==> src/ipvps_pkg.sv <==
`timescale 1ns / 1ps

package ipvps_pkg;

    localparam int CHAR_W   = 8;
    localparam int VALUE_W  = 17;
    localparam int INDEX_W  = 3;
    localparam int COUNT_W  = 2;
    localparam int ADDR_W   = 32;
    localparam int PORT_W   = 16;
    localparam int OCTETS_W = 24;

    localparam logic [CHAR_W-1:0] CH_DOT   = 8'h2E;
    localparam logic [CHAR_W-1:0] CH_COLON = 8'h3A;
    localparam logic [CHAR_W-1:0] CH_ZERO  = 8'h30;
    localparam logic [CHAR_W-1:0] CH_NINE  = 8'h39;

    localparam logic [VALUE_W-1:0] OCTET_MAX = 17'd255;
    localparam logic [VALUE_W-1:0] PORT_MAX  = 17'd65535;
    localparam logic [VALUE_W-1:0] VALUE_SAT = 17'd131071;

    localparam logic [INDEX_W-1:0] FIELD_OCTET_LAST = 3'd3;
    localparam logic [INDEX_W-1:0] FIELD_PORT       = 3'd4;

    localparam logic [COUNT_W-1:0] COUNT_MAX = 2'd3;

    typedef struct packed {
        logic [CHAR_W-1:0] ch;
        logic              last_char;
    } in_item_t;

    typedef struct packed {
        logic              valid_res;
        logic [ADDR_W-1:0] ip_address;
        logic [PORT_W-1:0] port;
    } out_item_t;

endpackage

==> src/ipvps_core.sv <==
`timescale 1ns / 1ps

module ipvps_core (
    input  logic                aclk,
    input  logic                aresetn,
    input  logic                step_en,
    input  ipvps_pkg::in_item_t item,
    output ipvps_pkg::out_item_t result
);
    import ipvps_pkg::*;

    logic [INDEX_W-1:0]  field_index_reg,  field_index_next;
    logic [VALUE_W-1:0]  field_value_reg,  field_value_next;
    logic [COUNT_W-1:0]  digit_count_reg,  digit_count_next;
    logic                leading_zero_reg, leading_zero_next;
    logic                error_seen_reg,   error_seen_next;
    logic [OCTETS_W-1:0] octets_done_reg,  octets_done_next;
    logic [7:0]          octet_four_reg,   octet_four_next;

    logic                is_digit;
    logic [3:0]          digit;
    logic [VALUE_W+3:0]  mul10;
    logic                octet_ok;
    logic                port_ok;

    assign is_digit = (item.ch >= CH_ZERO) && (item.ch <= CH_NINE);
    assign digit    = item.ch[3:0];
    // v*10 + d as (v<<3) + (v<<1) + d
    assign mul10    = {1'b0, field_value_reg, 3'b000}
                    + {3'b000, field_value_reg, 1'b0}
                    + {{(VALUE_W){1'b0}}, digit};
    assign octet_ok = (digit_count_reg != '0) && (field_value_reg <= OCTET_MAX);

    always_comb begin
        field_index_next  = field_index_reg;
        field_value_next  = field_value_reg;
        digit_count_next  = digit_count_reg;
        leading_zero_next = leading_zero_reg;
        error_seen_next   = error_seen_reg;
        octets_done_next  = octets_done_reg;
        octet_four_next   = octet_four_reg;

        if (is_digit) begin
            if ((digit_count_reg != '0) && leading_zero_reg) begin
                error_seen_next = 1'b1;
            end
            if ((digit_count_reg == '0) && (digit == 4'd0)) begin
                leading_zero_next = 1'b1;
            end
            if (mul10 > {4'b0000, VALUE_SAT}) begin
                field_value_next = VALUE_SAT;
            end else begin
                field_value_next = mul10[VALUE_W-1:0];
            end
            if (digit_count_reg != COUNT_MAX) begin
                digit_count_next = digit_count_reg + 1'b1;
            end
        end else if (item.ch == CH_DOT) begin
            if ((field_index_reg < FIELD_OCTET_LAST) && octet_ok) begin
                octets_done_next  = {octets_done_reg[OCTETS_W-9:0], field_value_reg[7:0]};
                field_index_next  = field_index_reg + 1'b1;
                field_value_next  = '0;
                digit_count_next  = '0;
                leading_zero_next = 1'b0;
            end else begin
                error_seen_next = 1'b1;
            end
        end else if (item.ch == CH_COLON) begin
            if ((field_index_reg == FIELD_OCTET_LAST) && octet_ok) begin
                octet_four_next   = field_value_reg[7:0];
                field_index_next  = FIELD_PORT;
                field_value_next  = '0;
                digit_count_next  = '0;
                leading_zero_next = 1'b0;
            end else begin
                error_seen_next = 1'b1;
            end
        end else begin
            error_seen_next = 1'b1;
        end
    end

    assign port_ok = !error_seen_next && (field_index_next == FIELD_PORT)
                   && (digit_count_next != '0) && (field_value_next <= PORT_MAX);

    always_comb begin
        result.valid_res  = port_ok;
        result.ip_address = port_ok ? {octets_done_next, octet_four_next} : '0;
        result.port       = port_ok ? field_value_next[PORT_W-1:0] : '0;
    end

    always_ff @(posedge aclk) begin
        if (!aresetn) begin
            field_index_reg  <= '0;
            field_value_reg  <= '0;
            digit_count_reg  <= '0;
            leading_zero_reg <= 1'b0;
            error_seen_reg   <= 1'b0;
        end else if (step_en) begin
            if (item.last_char) begin
                // string done: parse state back to start
                field_index_reg  <= '0;
                field_value_reg  <= '0;
                digit_count_reg  <= '0;
                leading_zero_reg <= 1'b0;
                error_seen_reg   <= 1'b0;
            end else begin
                field_index_reg  <= field_index_next;
                field_value_reg  <= field_value_next;
                digit_count_reg  <= digit_count_next;
                leading_zero_reg <= leading_zero_next;
                error_seen_reg   <= error_seen_next;
            end
        end
    end

    // fully rewritten by three dots and a colon before they can be reported
    always_ff @(posedge aclk) begin
        if (step_en) begin
            octets_done_reg <= octets_done_next;
            octet_four_reg  <= octet_four_next;
        end
    end

endmodule

==> src/ipv4_port_string_validator.sv <==
`timescale 1ns / 1ps

// Checks an "a.b.c.d:p" address string streamed one character per item, with
// last_char on the final one. One character is taken every clock cycle unless
// a last character waits for the result register; the parse update (a
// multiply-by-ten add and a range compare) is combinational between the input
// register and the state registers. Only the last character of a string yields
// a result item: m_valid rises once that character moves from the input
// register into the result register. The result register lets the next string
// start while a result still waits for m_ready; only the next last character
// stalls behind it. When valid_res is 0, ip_address and port read as zero.
module ipv4_port_string_validator (
    input  logic                 aclk,
    input  logic                 aresetn,
    input  logic                 s_valid,
    output logic                 s_ready,
    input  ipvps_pkg::in_item_t  s_item,
    output logic                 m_valid,
    input  logic                 m_ready,
    output ipvps_pkg::out_item_t m_item
);
    import ipvps_pkg::*;

    logic      in_valid_reg;
    in_item_t  in_item_reg;
    logic      out_valid_reg;
    out_item_t out_item_reg;
    out_item_t result;
    logic      out_free;
    logic      advance;

    assign out_free = !out_valid_reg || m_ready;
    // an item with no result never waits on the output side
    assign advance  = in_valid_reg && (!in_item_reg.last_char || out_free);
    assign s_ready  = !in_valid_reg || advance;

    ipvps_core u_core (
        .aclk    (aclk),
        .aresetn (aresetn),
        .step_en (advance),
        .item    (in_item_reg),
        .result  (result)
    );

    always_ff @(posedge aclk) begin
        if (!aresetn) begin
            in_valid_reg <= 1'b0;
        end else if (s_ready) begin
            in_valid_reg <= s_valid;
        end
    end

    always_ff @(posedge aclk) begin
        if (s_ready && s_valid) begin
            in_item_reg <= s_item;
        end
    end

    always_ff @(posedge aclk) begin
        if (!aresetn) begin
            out_valid_reg <= 1'b0;
        end else if (advance && in_item_reg.last_char) begin
            out_valid_reg <= 1'b1;
        end else if (m_ready) begin
            out_valid_reg <= 1'b0;
        end
    end

    always_ff @(posedge aclk) begin
        if (advance && in_item_reg.last_char) begin
            out_item_reg <= result;
        end
    end

    assign m_valid = out_valid_reg;
    assign m_item  = out_item_reg;

endmodule

==> config.mk <==
export PLATFORM = sky130hd
export DESIGN_NAME = ipv4_port_string_validator
export DESIGN_NICKNAME = d
export VERILOG_FILES = /design/src/ipvps_pkg.sv /design/src/ipvps_core.sv /design/src/ipv4_port_string_validator.sv
export SDC_FILE = /design/constraint.sdc
export NUM_CORES = 1
export LEC_CHECK = 0
export ABC_AREA = 0
export BUFFER_PORTS_ARGS = -buffer_cell sky130_fd_sc_hd__clkbuf_2
export CORE_MARGIN = 2
export CORE_UTILIZATION = 46
export CTS_CLUSTER_DIAMETER = 30
export DETAILED_ROUTE_END_ITERATION = 6
export GPL_TIMING_DRIVEN = 0
export PLACE_DENSITY = 0.64
export SLEW_MARGIN = 10
export SYNTH_ARGS = -nofsm -noshare
export SYNTH_HDL_FRONTEND = slang
export SYNTH_SLANG_ARGS = --single-unit
==> constraint.sdc <==
create_clock -name aclk -period 4 [get_ports aclk]
set_clock_uncertainty 0.05 [all_clocks]
set_input_delay 0.2 -clock aclk [delete_from_list [all_inputs] [get_ports aclk]]
set_output_delay 0.2 -clock aclk [all_outputs]
set_load 0.05 [all_outputs]
==> results of run 1 <==
==> layer usage <==
| metal | routed length [um] | track usage | vias up |
|---|---|---|---|
| li1 | - | - | 2167 |
| met1 | 5845 | 0.2722 | 2108 |
| met2 | 6524 | 0.3426 | 158 |
| met3 | 851 | 0.06383 | 18 |
| met4 | 243 | 0.08095 | 0 |
| met5 | 0 | 0 | - |
==> path summary, 6_finish.rpt <==
| path | endpoint | start | slack, ps |
|---|---|---|---|
| worst max-delay path | m_item[1] | in_item_reg[4] | 200 |
| worst min-delay path | in_valid_reg | s_valid | 10 |
| worst max register to register | m_item[1] | in_item_reg[4] | 200 |
| worst min register to register | u_core.error_seen_reg | u_core.error_seen_reg | 430 |
==> per-stage QoR <==
| step | worst slack [ps] | hold slack [ps] |
|---|---|---|
| after floorplan | 633.8 | 248.9 |
| after global placement | -10.18 | 328.2 |
| after detailed placement | -71.12 | 328.6 |
| after CTS | 99.60 | 5.953 |
| after global routing | 2.030 | 20.67 |
| final | 196.8 | 14.36 |
==> synth_stat cells (4+ instances only) <==
library cell / n / area share
edfxtp_1: 90 / 0.46
xor2_1: 5 / 0.0075
and2_1: 4 / 0.0043
a21o_1: 8 / 0.010
xnor2_1: 10 / 0.015
o21ai_0: 26 / 0.022
nor3_1: 8 / 0.0069
o211ai_1: 7 / 0.0090
o211a_1: 4 / 0.0069
nor2b_1: 14 / 0.015
nand2_1: 111 / 0.072
a21oi_1: 59 / 0.051
mux2_2: 9 / 0.017
dfxtp_1: 26 / 0.090
inv_1: 18 / 0.012
buf_2: 4 / 0.0034
nor2_2: 5 / 0.0054
nand3_1: 14 / 0.012
nor3b_1: 4 / 0.0052
nor2_1: 26 / 0.017
ha_1: 35 / 0.075
clkbuf_1: 12 / 0.0077
==> worst register-to-register path, cell delays in order (launching register included) <==
cell	delay, ps
edfxtp_1	440
fa_1	580
inv_1	60
fa_1	470
nand2b_2	240
a21oi_4	220
o21ai_2	110
mux2_2	320
o31ai_4	370
nor3_4	140
nand3_2	160
buf_6	160
buf_6	180
nor2_1	70
==> cells by family (layout without fill, tap and decap cells) <==
kind of cell,after synthesis,count (layout)
xor gates and xnor gates,15,15
buffers and inverters,36,142
and+or+nand+nor,207,207
AOI/OAI and AO/OA,126,126
muxes,9,9
DFF,116,116
adders and majority gates,37,37
==> final cells by class <==
type | instances | area (um^2)
buffer | 18 | 88.84
clock buffer | 18 | 429.2
clock inverter | 14 | 130.1
fill | 1060 | 5406
inverter | 18 | 67.56
multi-input combinational | 394 | 2465
sequential | 116 | 3223
tap | 172 | 215.2
timing repair buffer | 74 | 440.4
==> cell usage in the layout (no fill, tap or decap), types with 3 or more instances in the layout <==
master         instances
nand2_1              111
edfxtp_1              90
clkbuf_2              64
a21oi_1               58
ha_1                  35
nor2_1                26
dfxtp_1               26
o21ai_0               25
clkbuf_16             17
inv_1                 16
nor2b_1               14
nand3_1               14
clkbuf_1              12
xnor2_1               10
mux2_2                 9
dlygate4sd3_1          9
nor3_1                 8
a21o_1                 8
o211ai_1               7
xor2_1                 5
nor2_2                 5
clkinvlp_4             5
nor3b_1                4
and2_1                 4
buf_2                  4
o211a_1                4
inv_6                  4
nor4_1                 3
or4_1                  3
a211oi_1               3
o21bai_1               3
a21boi_0               3
==> power by group <==
part | leakage (nW) | switching, mW | internal, mW | total, mW
clock | 0.260 | 0.556 | 0.859 | 1.41
combinational | 1.62 | 0.0946 | 0.0346 | 0.129
sequential | 1.04 | 0.0131 | 1.32 | 1.34
==> repair_timing <==
item                       CTS  global route
hold buffers                 9             0
buffers inserted             0             1
hold endpoints to repair     9             0
resized for setup            2             6
setup endpoints to repair   12            27
pin swaps                    0             3
==> flow_summary.ini, run 1 <==
[run_status]
status = completed

[grt]
antenna_found_initial = 0
track_usage = 0.2129
gr-total-overflow = 0
grt_max_degree = 39
grt_pass1_vias = 4411
grt_pass1_wl_um = 21890

[sta]
clock.fmax_mhz = 262.9
tightest_slew_ps = 1087
fin_crit_ps = 3803
fin_setup_tns_ps = 0
hold_violations = 0
drv_slew = 0
period_share = 0.9508
grt_setup_unrepaired = no
setup_viol = 0
slew_headroom = 0.2700

[drt]
ant_nets = 0
viasPerCell = 5.402
dr.pass1.iters = 5
vias = 4451
routedWlPerCell_um = 16.34
drc = 0
first_iter_violations = 435
totalWireLength_um = 13460

[synthesis]
netlist_instances = 546
syn_area_um2 = 5816
synth_fa_ha_area_frac = 0.08219
ys_types = 49
synth_top_family_by_area = simple AND/OR/NAND/NOR gates
yosys.area_share.simple = 0.1644
ys_async_sr_fraction = 0
synthMuxAreaShare = 0.01743
synth_xor_area_frac = 0.02259
ys_seq_elements = 116
synth-compound-area-share = 0.1332
synthesis.nets = 596
seq_area_frac_synth = 0.5542
synth_edf_count = 90
avgSynthCellArea_um2 = 10.65
ys.flop_type = edfxtp_1
yosys_warnings = 0

[clock_tree]
cts_tree = done
cts.path.max_buffers = 2
root_buffer = clkbuf_16
numCtsBuffers = 17
clock_latency_ps = 410
cts.htree.levels = 4
clock-sinks = 116
clkTransAtPathRegs_ps = 50

[placement]
post_dp_cell_area_um2 = 6374
io_buffer_count = 63
dp_hpwl_um = 9584
placed_cells = 782
gp_congestion = 0.8517

[setup_path]
path_delay_family = adder cells
cp-end-kind = flip-flop
path_cells = fa_1, inv_1, fa_1, nand2b_2, a21oi_4, o21ai_2, mux2_2, o31ai_4, nor3_4, nand3_2, buf_6, buf_6, nor2_1
crit_required_ps = 4110
crit_type = reg2reg
cp_max_fo = 10
r2r.worst_path.cells = 13
critPathLaunchType = flip-flop
slowest_delay_ps = 580
cp_slowest_cell = fa_1
arrival_ps = 3910
worst-path-stages = 13
crit_buf_inv = 3

[finish]
area_growth_pct = 21.39
instances_no_fill = 824
drive_above_1_share = 0.1994
largest_register_ffs = 49
fin_util = 0.5663
nets = 689
fin_area_um2 = 7059
antenna_cells_inserted = 0

[die]
die-area_um2 = 13560
row_count = 41
io_pins = 64
core-area_um2 = 12470
fp.dieH_um = 116.4
start_util = 0.4665
die_x_um = 116.4

[pwr]
power.density_nw_per_um2 = 408.1
worst_ir_drop_vdd_v = 0.0003739
power.leakage_nw = 2.921
p_total_mw = 2.881

[run]
maxCapViolCount = 0

[worst_hold_path]
min_path_type = in2reg
holdPathStages = 3
Note: power is estimated with default switching activity, not from simulation.
==> inputs of run 2 (changes only) <==
GPL_ROUTABILITY_DRIVEN = 0   (was unset)
PLACE_DENSITY = 0.68   (was 0.64)
==> run 2 against run 1 <==
Clock power rose by 11%; sequential share of layout area shrank 0.21 points; non-clock buffer count is 1 higher; combinational power is essentially flat; sequential power about the same; critical path type unchanged.
==> flow_summary.ini, run 2 (synthesis results as in run 1) <==
[grt]
grt_pass1_wl_um = 21630
grt_pass1_vias = 4385
grt_max_degree = 39
track_usage = 0.2112
antenna_found_initial = 0
gr-total-overflow = 0

[clock_tree]
clock_latency_ps = 410
root_buffer = clkbuf_16
clkTransAtPathRegs_ps = 50
clock-sinks = 116
cts.path.max_buffers = 2
cts_tree = done
numCtsBuffers = 17
cts.htree.levels = 4

[finish]
nFillCells = 1081
layout_common_cells = nand2_1, edfxtp_1, clkbuf_2
antenna_cells_inserted = 0
instances_no_fill = 825
area_growth_pct = 21.94
nets = 690
layout_commonest_cell = nand2_1
drive_above_1_share = 0.1899
largest_register_ffs = 49

[placement]
io_buffer_count = 63
placed_cells = 782
dp_hpwl_um = 9586
pre_cts_ws_ps = 46.17

[sta]
hold_violations = 0
clock.fmax_mhz = 266.9
drv_slew = 0
fin_crit_ps = 3747
slew_headroom = 0.3356
tightest_slew_ps = 988.9
period_share = 0.9367
fin_setup_tns_ps = 0
timing.final.ws_setup_ps = 253.2
setup_viol = 0

[setup_path]
arrival_ps = 3860
cp-end-kind = flip-flop
crit_type = reg2reg
cp_max_fo = 10
r2r.worst_path.cells = 13
critPathLaunchType = flip-flop
reg2reg_slack_ps = 250
crit_required_ps = 4110

[drt]
viasPerCell = 5.387
vias = 4444
ant_nets = 0
first_iter_violations = 262
routedWlPerCell_um = 16.39
dr.pass1.iters = 4
drc = 0
totalWireLength_um = 13520

[pwr]
power.leakage_nw = 2.956
seq_power_share = 0.440
pwr-share-comb = 0.043
power.density_nw_per_um2 = 428.9
p_sw_mw = 0.6463
switching_share = 0.2125
intPower_mw = 2.396
worst_ir_drop_vdd_v = 0.0002342
p_clk_frac = 0.517

[die]
row_count = 41
io_pins = 64
core-area_um2 = 12470
die-area_um2 = 13560
fp.dieH_um = 116.4
die_x_um = 116.4
start_util = 0.4665

[run_status]
status = completed

[worst_hold_path]
holdPathStages = 4
min_path_type = in2reg

[run]
maxCapViolCount = 0
run 2: cell types whose count changed in the layout (fill, tap and decap cells not counted), sizes merged:
cell and change:
inv -2, clkinv +3, bufinv +3, dlygate4sd3 +1, clkinvlp -4
run 2: path summary, 6_finish.rpt:
check,from,end
max,in_item_reg[4],m_item[1]
min,m_ready,in_valid_reg
max reg2reg,in_item_reg[4],m_item[1]
min reg2reg,u_core.error_seen_reg,u_core.error_seen_reg
run 2: stage by stage:
step,util,area [um^2],total power [mW],hold slack [ps]
5_1_grt,0.5689,7092,3.134,117.0
3_3_place_gp,0.5091,6346,1.479,326.7
4_1_cts,0.5679,7079,3.057,96.02
6_report,0.5689,7092,3.042,99.30
3_5_place_dp,0.5107,6366,1.485,329.8
2_1_floorplan,-,5816,1.446,248.9
run 2: cell type report:
cell class	instances	area [um^2]	area share
tap	172	215.2	0.03035
clock buffer	18	429.2	0.06052
multi-input combinational	394	2445	0.3447
sequential	116	3223	0.4545
inverter	18	67.56	0.009527
timing repair buffer	75	442.9	0.06246
buffer	18	85.08	0.01200
clock inverter	14	183.9	0.02594
run 2: per-layer routing:
layer  vias to the layer above  global-route usage  wire (um)
met3                        26             0.05397        655
met1                      2140              0.2616       5840
met5                         -                   0          0
met2                       113              0.3453       6641
li1                       2165                   -          -
met4                         0              0.1032        385
run 2: critical path: stages (launching register included):
cell,delay (ps)
edfxtp_1,460
fa_1,580
inv_1,60
fa_1,450
nand2b_1,190
a21oi_2,190
o21ai_0,160
mux2_2,330
o31ai_4,320
nor3_4,90
nand3_2,130
buf_4,200
buf_6,190
nor2_1,70
run 2: power groups by stage:
stage	clock, mW	sequential (mW)	combinational (mW)
6_report	1.57	1.34	0.130
5_1_grt	1.65	1.34	0.142
4_1_cts	1.59	1.34	0.130
3_5_place_dp	0	1.36	0.122
3_3_place_gp	0	1.36	0.117
2_1_floorplan	0	1.40	0.0457
run 2: repair_timing:
item                       4_1_cts  5_1_grt
resized for setup                0        3
hold endpoints to repair        10        0
buffers inserted                 0        1
setup endpoints to repair        0       49
hold buffers                    10        0
==> inputs of run 3 (changes only) <==
ABC_AREA = 1   (was 0)
SYNTH_HIERARCHICAL = 1   (was unset)
==> run 3 against run 2 <==
Largest cell class unchanged; final cell count up 26%; synthesized area is 11% higher; non-clock buffer count up 6; via count is 19% higher; sequential cell count did not move; largest power group unchanged; sequential share of layout area shrank 3.5 points.
==> flow_summary.ini, run 3 <==
[run_status]
status = completed

[sta]
slew_headroom = 0.4920
fin_crit_ps = 3701
period_share = 0.9252
setup_viol = 0
hold_violations = 0
clock.fmax_mhz = 270.2
fin_setup_tns_ps = 0
drv_slew = 0
tightest_slew_ps = 760.9
grt_setup_unrepaired = no

[die]
die_x_um = 122.5
io_pins = 64
die-area_um2 = 15010
row_count = 43
fp.dieH_um = 122.5
start_util = 0.4690
core-area_um2 = 13770

[finish]
nets = 898
multi_input_area_um2 = 2663
layout_commonest_cell = nand2_1
nFillCells = 1249
layout_common_cells = nand2_1, inv_1, edfxtp_1
drive_above_1_share = 0.1453
area_growth_pct = 18.86
seq_area_um2 = 3223
antenna_cells_inserted = 0
largest_register_ffs = 49

[grt]
gr-total-overflow = 0
grt_max_degree = 43
grt_pass1_vias = 4833
track_usage = 0.2035
grt_pass1_wl_um = 23350
antenna_found_initial = 0

[clock_tree]
post-cts-setup-buffers = 0
root_buffer = clkbuf_16
clkTransAtPathRegs_ps = 50
clock_latency_ps = 420
cts.path.max_buffers = 2
clock-sinks = 116
numCtsBuffers = 17
cts_tree = done
cts.htree.levels = 4

[placement]
io_buffer_count = 63
dp_hpwl_um = 10590

[pwr]
power.leakage_nw = 3.500
worst_ir_drop_vdd_v = 0.0002869
power.density_nw_per_um2 = 381.7
p_total_mw = 2.931

[setup_path]
r2r.worst_path.cells = 19
reg2reg_slack_ps = 300
arrival_ps = 3780
crit_top_cell = nand2_1
cp_max_fo = 10
critPathLaunchType = flip-flop
slowest_delay_ps = 510
crit_type = reg2reg
cp-end-kind = flip-flop
path_cells = inv_1, fa_1, inv_1, fa_1, inv_1, nor2_1, nor2_1, o21ai_2, nand2_1, nand2_1, nand2_1, nand2_1, nand2_1, nor2_4, nand2_1, nand2_1, nand3_2, clkbuf_1, nor2_1
crit_required_ps = 4080
r2r-end = m_item[2]
cp-startpoint = u_core/field_value_reg[0]
path_delay_family = simple AND/OR/NAND/NOR gates
r2r-start = u_core/field_value_reg[0]
crit_buf_inv = 4
cp_slowest_cell = fa_1

[synthesis]
synthesis.nets = 804
yosys_warnings = 6
syn_area_um2 = 6460
ys_async_sr_fraction = 0
avgSynthCellArea_um2 = 8.568
yosysTopAreaCell = edfxtp_1
synthTopCellsByArea = edfxtp_1, nand2_1, dfxtp_1
ys_seq_elements = 116
synth_commonest_cells = nand2_1, inv_1, edfxtp_1, nor2_1, a21oi_1
yosysMostFrequentCell = nand2_1
ys_types = 40
netlist_instances = 754
seq_area_frac_synth = 0.4989
ys.flop_type = edfxtp_1
synth.top_cell.area_share = 0.4184
synth_edf_count = 90

[drt]
first_iter_violations = 367
routedWlPerCell_um = 14.02
vias = 5269
dr.pass1.iters = 5
drc = 0
totalWireLength_um = 14580
ant_nets = 0
viasPerCell = 5.066

[worst_hold_path]
holdPathStages = 4
min_path_type = in2reg
hold_end = in_valid_reg
worstHoldStart = m_ready

[run]
maxCapViolCount = 0
-- run 3: cell count changes in the layout (fill, tap and decap cells not counted), moves of 5 or more --
cell / change
nor3_1: -5
inv_1: +100
o211ai_1: -5
nand2_1: +51
nor2b_1: -14
nor2_1: +53
nor2_4: +10
nand3_1: +38
inv_2: +5
o21a_1: +6
clkbuf_1: +7
mux2_2: -9
a21o_1: -8
-- run 3: logic make-up after synthesis --
| kind of cell | count (synthesis) | synth area share |
|---|---|---|
| AND/OR/NAND/NOR | 331 | 0.2287 |
| XOR/XNOR | 13 | 0.01763 |
| AO/OA/AOI/OAI | 110 | 0.09181 |
| buffers and inverters | 147 | 0.08890 |
| flip-flops | 116 | 0.4989 |
| adder cells (fa/ha/maj) | 37 | 0.07399 |
-- run 3: area by class of cell --
type | instances | area share
plain buffers | 24 | 0.01483
repair buffers | 75 | 0.05801
flip-flops and latches | 116 | 0.4197
inverters | 123 | 0.06013
clock buffers | 19 | 0.05638
clock inverters | 12 | 0.01483
multi-input cells | 491 | 0.3467
well taps | 180 | 0.02933
-- run 3: timing repair --
action                                  CTS  global route
endpoints found under the hold margin    11             0
hold buffers                             11             0
endpoints found under the setup margin    0             1
resized for setup                         0             2
-- run 3: how the worst max path moves through the flow --
stage / endpoint / cells past startpoint
after global routing: m_item[39] / 19
after detailed placement: m_item[13] / 17
after CTS: m_item[45] / 19
after global placement: m_item[13] / 17
after floorplan: m_item[48] / 21
final: m_item[2] / 19
-- run 3: metal layers --
layer / global-route usage / vias to the layer above / part of all wire
met5: 0 / - / 0
met4: 0.06466 / 0 / 0.011
met3: 0.04833 / 16 / 0.057
met2: 0.3212 / 169 / 0.47
met1: 0.2775 / 2431 / 0.47
li1: - / 2653 / -
-- run 3: metrics by stage --
stage                     worst slack [ps]  utilization  area [um^2]  hold WS, ps  cells
after CTS                            313.2       0.5574         7677        53.68   1040
after global routing                 37.65       0.5575         7679        78.01   1040
final                                299.1       0.5575         7679        58.84   1040
after detailed placement             342.8       0.5097         7020        328.6    998
after floorplan                      825.2            -         6460        247.6    754
after global placement               350.6       0.5083         7000        328.3    997
-- run 3: tightest hold or removal path, delay by kind of cell --
kind                   cells  cell delay (ps)
and+or+nand+nor            1              100
buffers and inverters      2              120
AOI/OAI and AO/OA          1               50
-- run 3: where the power goes --
part | leakage (nW) | total [mW] | switching (mW) | internal, mW
Combinational | 2.24 | 0.170 | 0.127 | 0.0432
Clock | 0.265 | 1.42 | 0.517 | 0.900
Sequential | 0.997 | 1.34 | 0.0149 | 1.33
Total | 3.50 | 2.93 | 0.659 | 2.27
